$ cat src/hw/rtl/ccfe_pkg.sv
package ccfe_pkg;

    localparam int FrameBytes = 9;
    localparam int IdxW       = $clog2(FrameBytes);

    // Frame bytes and characters
    localparam logic [7:0] StxByte   = 8'h02;
    localparam logic [7:0] EtxByte   = 8'h03;
    localparam logic [7:0] CharF     = 8'h46;  // 'F'
    localparam logic [7:0] CmdSet    = 8'h31;  // '1'
    localparam logic [7:0] CmdSwing  = 8'h35;  // '5'
    localparam logic [7:0] PowerOff  = 8'h30;  // '0'
    localparam logic [7:0] PowerOn   = 8'h31;  // '1'
    localparam logic [7:0] TempBase  = 8'h40;  // '@'
    localparam logic [7:0] FanAuto   = 8'h41;  // 'A'
    localparam logic [7:0] FanLow    = 8'h33;  // '3'
    localparam logic [7:0] FanMid    = 8'h34;  // '4'
    localparam logic [7:0] FanHigh   = 8'h35;  // '5'

    // Request kinds
    localparam logic ReqSettings = 1'b0;
    localparam logic ReqSwing    = 1'b1;

    // Input mode codes
    localparam logic [2:0] ModeOff  = 3'd0;
    localparam logic [2:0] ModeDry  = 3'd2;
    localparam logic [2:0] ModeCool = 3'd3;
    localparam logic [2:0] ModeHeat = 3'd4;
    localparam logic [2:0] ModeFan  = 3'd5;

    // Raw mode codes on the wire
    localparam logic [7:0] WireAuto = 8'd0;
    localparam logic [7:0] WireDry  = 8'd2;
    localparam logic [7:0] WireCool = 8'd3;
    localparam logic [7:0] WireHeat = 8'd4;
    localparam logic [7:0] WireFan  = 8'd6;

    // Input fan codes
    localparam logic [2:0] SpeedLow  = 3'd1;
    localparam logic [2:0] SpeedMid  = 3'd2;
    localparam logic [2:0] SpeedHigh = 3'd3;

    // Temperature range in tenths
    localparam logic signed [10:0] TempMin = 11'sd180;
    localparam logic signed [10:0] TempMax = 11'sd300;

    // Index of the closing byte per frame kind
    localparam logic [IdxW-1:0] LastSettings = IdxW'(8);
    localparam logic [IdxW-1:0] LastSwing    = IdxW'(5);

    typedef struct packed {
        logic [FrameBytes-1:0][7:0] bytes;    // byte k goes out k-th
        logic [IdxW-1:0]            last_idx;
    } t_frame;

endpackage

$ cat src/hw/rtl/ccfe_build.sv
module ccfe_build (
    input  logic                  i_req_type,
    input  logic [2:0]            i_hvac_mode,
    input  logic signed [10:0]    i_target_tenths,
    input  logic [2:0]            i_fan_speed,
    input  logic                  i_swing_vert,
    input  logic                  i_swing_horiz,
    output ccfe_pkg::t_frame      o_frame
);
    import ccfe_pkg::*;

    logic signed [10:0] temp_cl;
    logic [6:0]         temp_off;
    logic [7:0]         temp_rnd;
    logic [15:0]        temp_prod;
    logic [7:0]         power_b;
    logic [7:0]         mode_b;
    logic [7:0]         temp_b;
    logic [7:0]         fan_b;
    logic [7:0]         swing_b;
    logic [7:0]         set_sum;
    logic [7:0]         swing_sum;

    function automatic logic [7:0] fix_cks(input logic [7:0] s);
        if (s == 8'h02 || s == 8'h03 || s == 8'h06) begin
            return s + 8'd2;
        end
        return s;
    endfunction

    always_comb begin
        // clamp, then round half-degree steps: (d + 2) / 5 as multiply by 205 >> 10
        if (i_target_tenths < TempMin) begin
            temp_cl = TempMin;
        end else if (i_target_tenths > TempMax) begin
            temp_cl = TempMax;
        end else begin
            temp_cl = i_target_tenths;
        end
        temp_off  = 7'(temp_cl - TempMin);
        temp_rnd  = {1'b0, temp_off} + 8'd2;
        temp_prod = 16'(temp_rnd) * 16'd205;
        temp_b    = TempBase + {3'b000, temp_prod[14:10]};

        power_b = (i_hvac_mode == ModeOff) ? PowerOff : PowerOn;

        case (i_hvac_mode)
            ModeDry:  mode_b = WireDry;
            ModeCool: mode_b = WireCool;
            ModeHeat: mode_b = WireHeat;
            ModeFan:  mode_b = WireFan;
            default:  mode_b = WireAuto;
        endcase

        case (i_fan_speed)
            SpeedLow:  fan_b = FanLow;
            SpeedMid:  fan_b = FanMid;
            SpeedHigh: fan_b = FanHigh;
            default:   fan_b = FanAuto;
        endcase

        swing_b   = {6'b0, i_swing_horiz, i_swing_vert};
        set_sum   = (CharF + CmdSet) + (power_b + mode_b) + (temp_b + fan_b);
        swing_sum = CharF + CmdSwing + swing_b;

        o_frame.bytes    = '0;
        o_frame.bytes[0] = StxByte;
        o_frame.bytes[1] = CharF;
        if (i_req_type == ReqSettings) begin
            o_frame.bytes[2] = CmdSet;
            o_frame.bytes[3] = power_b;
            o_frame.bytes[4] = mode_b;
            o_frame.bytes[5] = temp_b;
            o_frame.bytes[6] = fan_b;
            o_frame.bytes[7] = fix_cks(set_sum);
            o_frame.bytes[8] = EtxByte;
            o_frame.last_idx = LastSettings;
        end else begin
            o_frame.bytes[2] = CmdSwing;
            o_frame.bytes[3] = swing_b;
            o_frame.bytes[4] = fix_cks(swing_sum);
            o_frame.bytes[5] = EtxByte;
            o_frame.last_idx = LastSwing;
        end
    end

endmodule

$ cat src/hw/rtl/ccfe_serializer.sv
module ccfe_serializer (
    input  logic                  i_clk,
    input  logic                  i_rst_n,
    input  logic                  i_valid,
    output logic                  o_ready,
    input  ccfe_pkg::t_frame      i_frame,
    output logic                  o_valid,
    input  logic                  i_ready,
    output logic [7:0]            o_data,
    output logic                  o_last
);
    import ccfe_pkg::*;

    logic                       r_pend_valid;
    t_frame                     r_pend;
    logic                       r_act_valid;
    logic [FrameBytes-1:0][7:0] r_shift;
    logic [IdxW-1:0]            r_rem;
    logic                       load_act;
    logic                       out_xfer;

    assign o_ready  = !r_pend_valid;
    assign out_xfer = r_act_valid && i_ready;
    assign load_act = r_pend_valid && (!r_act_valid || (out_xfer && r_rem == '0));

    // hold one built frame while the previous one drains
    always_ff @(posedge i_clk) begin
        if (!i_rst_n) begin
            r_pend_valid <= 1'b0;
        end else if (i_valid && o_ready) begin
            r_pend_valid <= 1'b1;
        end else if (load_act) begin
            r_pend_valid <= 1'b0;
        end
        if (i_valid && o_ready) begin
            r_pend <= i_frame;
        end
    end

    // shift bytes out, lowest first
    always_ff @(posedge i_clk) begin
        if (!i_rst_n) begin
            r_act_valid <= 1'b0;
            r_rem       <= '0;
        end else if (load_act) begin
            r_act_valid <= 1'b1;
            r_rem       <= r_pend.last_idx;
        end else if (out_xfer) begin
            if (r_rem == '0) begin
                r_act_valid <= 1'b0;
            end else begin
                r_rem <= r_rem - IdxW'(1);
            end
        end
        if (load_act) begin
            r_shift <= r_pend.bytes;
        end else if (out_xfer) begin
            r_shift <= {8'h00, r_shift[FrameBytes-1:1]};
        end
    end

    assign o_valid = r_act_valid;
    assign o_data  = r_shift[0];
    assign o_last  = (r_rem == '0);

    a_frame_continues: assert property (@(posedge i_clk) disable iff (!i_rst_n)
        (out_xfer && r_rem != '0) |=> r_act_valid)
        else $error("frame broke off before its closing byte");

    a_next_frame_starts: assert property (@(posedge i_clk) disable iff (!i_rst_n)
        (out_xfer && r_rem == '0 && r_pend_valid) |=> (r_act_valid && r_shift[0] == StxByte))
        else $error("queued frame did not follow the closing byte");

    a_accept_fills: assert property (@(posedge i_clk) disable iff (!i_rst_n)
        (i_valid && o_ready) |=> r_pend_valid)
        else $error("accepted request lost");

    a_rem_bound: assert property (@(posedge i_clk) disable iff (!i_rst_n)
        r_act_valid |-> (r_rem <= LastSettings))
        else $error("byte count out of range");

endmodule

$ cat src/hw/rtl/climate_command_frame_encoder.sv
// Command frame encoder for an air conditioner serial link.
// Slave channel (s_axis): one request per transfer. tuser carries the
// request kind (0 settings, 1 swing); tdata carries the settings and swing
// fields. Master channel (m_axis): one frame byte per transfer, tlast set on
// the closing ETX byte. A settings request gives 9 bytes, a swing request 6.
// Each request is encoded in one pass of short logic at the slave port into
// a one-frame holding register; a shift register then drives the byte out.
// The first byte (STX) is presented once the request has passed from the
// holding register into the output shift register. The master side moves
// one byte per cycle while the receiver is ready, so the output shift
// register sets the pace of requests, with no idle gap between frames when
// the next request is already held.
// Reset clears both valid flags; no byte is presented until a request
// arrives. When the receiver stalls, the current byte holds on the port and
// the holding register takes at most one further request, after which
// s_axis tready stays low until that frame starts to shift out.
module climate_command_frame_encoder (
    input  logic        i_clk,
    input  logic        i_rst_n,
    input  logic        i_s_axis_tvalid,
    output logic        o_s_axis_tready,
    // [2:0] hvac_mode, [13:3] target_tenths, [16:14] fan_speed,
    // [17] swing_vert, [18] swing_horiz, [23:19] zero
    input  logic [23:0] i_s_axis_tdata,
    // [0] req_type
    input  logic        i_s_axis_tuser,
    output logic        o_m_axis_tvalid,
    input  logic        i_m_axis_tready,
    // [7:0] tx_byte
    output logic [7:0]  o_m_axis_tdata,
    // frame_last
    output logic        o_m_axis_tlast
);
    import ccfe_pkg::*;

    t_frame built;

    // encode the request fields straight off the bus
    ccfe_build u_build (
        .i_req_type      (i_s_axis_tuser),
        .i_hvac_mode     (i_s_axis_tdata[2:0]),
        .i_target_tenths (i_s_axis_tdata[13:3]),
        .i_fan_speed     (i_s_axis_tdata[16:14]),
        .i_swing_vert    (i_s_axis_tdata[17]),
        .i_swing_horiz   (i_s_axis_tdata[18]),
        .o_frame         (built)
    );

    // hold the frame, then advance one byte per transfer
    ccfe_serializer u_serializer (
        .i_clk   (i_clk),
        .i_rst_n (i_rst_n),
        .i_valid (i_s_axis_tvalid),
        .o_ready (o_s_axis_tready),
        .i_frame (built),
        .o_valid (o_m_axis_tvalid),
        .i_ready (i_m_axis_tready),
        .o_data  (o_m_axis_tdata),
        .o_last  (o_m_axis_tlast)
    );

endmodule

$ cat config.mk
export PLATFORM = sky130hd
export DESIGN_NAME = climate_command_frame_encoder
export DESIGN_NICKNAME = d
export VERILOG_FILES = /design/src/hw/rtl/ccfe_pkg.sv /design/src/hw/rtl/ccfe_build.sv /design/src/hw/rtl/ccfe_serializer.sv /design/src/hw/rtl/climate_command_frame_encoder.sv
export SDC_FILE = /design/constraint.sdc
export NUM_CORES = 1
export LEC_CHECK = 0
export BUFFER_PORTS_ARGS = -buffer_cell sky130_fd_sc_hd__buf_2
export CORE_MARGIN = 8
export CORE_UTILIZATION = 48
export CTS_CLUSTER_DIAMETER = 60
export CTS_CLUSTER_SIZE = 30
export DETAILED_ROUTE_END_ITERATION = 10
export HOLD_SLACK_MARGIN = 0.1
export PLACE_DENSITY_LB_ADDON = 0.2
export SYNTH_ARGS = -nofsm -noshare
export SYNTH_HDL_FRONTEND = slang
export SYNTH_HIERARCHICAL = 1
export SYNTH_SLANG_ARGS = --single-unit
$ cat constraint.sdc
create_clock -name i_clk -period 14.37 [get_ports i_clk]
set_input_delay 0.7185 -clock i_clk [delete_from_list [all_inputs] [get_ports i_clk]]
set_output_delay 0.7185 -clock i_clk [all_outputs]
set_load 0.02 [all_outputs]
==> metrics.txt <==
status=finished, final reports clean; H-Tree Depth=4; antenna violations before repair=0; Area growth, synth to finish=8.26%; total number of vias=4644; sequential share of the synthesized area=0.560; max cap viols=0; nets=827; Worst setup SP type=input port; layout cells sized above 1=0.106; endpoints failing setup=0; Power, Total=1.52 mW; combinational share of power=0.319; cells after synthesis=slightly above 700; post-CTS sizing=0; filler instances=1467; dpl cell area=about 8200 µm²; flops & latches, synth=154; WL final=13000 µm; Clk pwr share=0.296; drt drc=0; CP Data Arrival Time=9.55 ns; Max Fclk=between 0.1 and 0.15 GHz; synthesized area per cell=11.4 µm²; share of the clock period used by the worst path=0.654; share of the synthesized area in the top cell type=0.545; P_leak=3.82 nW; buffers added on ports=34; WS Path Type=input port to register; synth top area cells=edfxtp_1 55%, nand2_1 9.6%, ha_1 8.1%; Cell Count Post-Placement=931; GPL Wtd Cong=0.841; most frequent cell on the critical path=ha_1; CTS Buffer Depth=2; dpl hpwl=8470 µm; non-filler instance count after layout=963; Top FF cell, synth=edfxtp_1; sw power=475 µW; TritonCTS Buffers=17; largest area contributor in the netlist=edfxtp_1; Top Ports=40; drt initial violations=266; FP Rows=47; CP Capture Type=register; CTS tree=yes; mapped cell area=just over 8000 µm²; Seq pwr share=0.385; Finished Core Util=0.532; clock sinks=154; Synth async-reset ratio=0; largest net degree at the start of global routing=77; Setup TNS=0 ns; Initial Util=0.492; Reg clk slew, reported paths=approximately 0.060 ns; Final ANT Viol Nets=0; worst min path class=register to register; EDFF count, synth=roughly 150; Die Span Y=146 µm; Post-CTS Setup Inserts=0; First-pass DRT Iterations=4; core area=16600 µm²; Period minus WS final=9.40 ns; Root Buffer=clkbuf_16; clk_skew=roughly 0.008 ns; DIE WIDTH=146 µm; Slowest-stage cell, CP=fa_1; DR vias/cell=4.82; antenna cell count=0; first-pass GRT wire length=approximately 22000 µm; Sw Ratio=0.312; critical path fanouts, max=7; internal power=1.05 mW; fin area=8820 µm²; number of global-route vias before repair=roughly 4700; wire per inst=13.5 µm; unrepaired setup endpoints after global routing=no; critical path's largest stage delay=0.54 ns; die area=21400 µm²; CTS Hold Buffers Added=0; total global routing overflow=0; Cell Pwr Density=approximately 170 nW/µm²; Final Max Tran Viols=0; gr usage total=0.126; Clk Latency, worst-skew pair=0.41 ns; post-synth cell types=between 50 and 60; Rel. slew slack=0.309; Worst-Margin Slew=1.04 ns; number of synthesis warnings=6; WP data required=14.52 ns; Hold Vio Cnt, Final=0; maximum vdd drop=0.133 mV
## cells by family after synthesis
group,synth area share
compound gates,0.0462
xor+xnor,0.0224
fa+ha+maj,0.118
buf+inv,0.0892
flops,0.560
mux,0.0124
other cells,0.000921
simple gates,0.151
## through the flow
stage	hold WS, ns	setup slack, ns
floorplan	0.482	5.78
global placement	0.485	4.82
detailed placement	0.493	4.63
CTS	0.504	5.02
global route	0.522	4.46
finish	0.504	4.97
## routing by layer
| layer | GRT usage | up-vias | routed length [µm] |
|---|---|---|---|
| met3 | 0.0318 | 11 | 396 |
| li1 | - | 2351 | - |
| met2 | 0.220 | 58 | 6530 |
| met1 | 0.146 | 2224 | 5950 |
| met5 | 0 | - | 0 |
| met4 | 0.0464 | 0 | 141 |
## sequential cells by signal, indices dropped and copies added (netlist names)
signal / flops
u_serializer/o_data: 8
u_serializer/r_rem: 4
u_serializer/r_shift: 64
u_serializer/r_pend_valid: 1
u_serializer/r_pend: 76
u_serializer/o_valid: 1
## worst max-delay path, delay by kind of cell
kind	cells	cell delay, ns
xor+xnor	3	0.73
simple gates	8	1.45
mux	1	0.23
compound gates	7	2.07
buf+inv	6	0.62
fa+ha+maj	10	3.70
## cell usage after synthesis, types with 2 or more instances
cell / count
o31ai_1: 3
nand4_1: 4
o21ai_0: 7
clkbuf_1: 5
xor2_1: 10
a21oi_1: 11
o2111ai_1: 2
fa_1: 15
nor2b_1: 7
mux2i_1: 9
nand2b_1: 6
nor3_1: 4
xnor2_1: 9
a21o_1: 6
inv_1: 48
buf_2: 8
edfxtp_1: 148
o221ai_1: 2
ha_1: 53
nor2_1: 27
o21bai_1: 2
nand3b_1: 3
buf_4: 65
nand3_1: 4
conb_1: 2
and2_1: 12
o21ai_1: 2
nor3b_1: 3
nand2_1: 208
dfxtp_1: 6
## layout make-up
type	count	area [µm²]	area share
Inverter	48	180	0.0204
Clock inverter	14	168	0.0190
Multi-Input combinational cell	471	3010	0.341
Tap cell	220	275	0.0312
Timing Repair Buffer	38	200	0.0227
Sequential cell	154	4560	0.517
Clock buffer	18	429	0.0486
## worst paths after layout
kind	start	endpoint	slack [ns]	cells past startpoint
max	i_s_axis_tdata[8]	u_serializer/r_pend[62]	4.97	35
min	u_serializer/r_pend[23]	u_serializer/r_shift[19]	0.50	2
min reg2reg	u_serializer/r_pend[23]	u_serializer/r_shift[19]	0.50	2
max reg2reg	u_serializer/r_rem[0]	u_serializer/r_rem[0]	11.89	7
## placed cells by master, fill, tap and decap left out, types with 2 or more instances in the layout
cell type,n
ha_1,53
clkbuf_16,17
xor2_1,10
conb_1,39
o21ai_0,7
o21bai_1,2
nor3b_1,3
mux2i_1,9
o2111ai_1,2
edfxtp_1,148
nor3_1,4
a21oi_1,11
nor2b_1,6
bufinv_16,3
inv_6,5
o221ai_1,2
nand2_1,208
nand4_1,4
dfxtp_1,6
o21ai_1,2
fa_1,15
xnor2_1,9
a21o_1,6
nor2_1,27
and2_1,12
clkinv_1,4
o31ai_1,3
buf_2,34
nand3b_1,3
inv_1,47
nand2b_1,6
nand3_1,4
buf_4,4
## power by group through the flow
stage               clock network (mW)  registers, mW  logic (mW)
global placement                     0          0.593       0.472
detailed placement                   0          0.595       0.487
floorplan                            0          0.593       0.394
CTS                              0.464          0.586       0.491
global route                     0.479          0.590       0.562
finish                           0.451          0.585       0.486
Note: power is estimated with default switching activity, not from simulation.
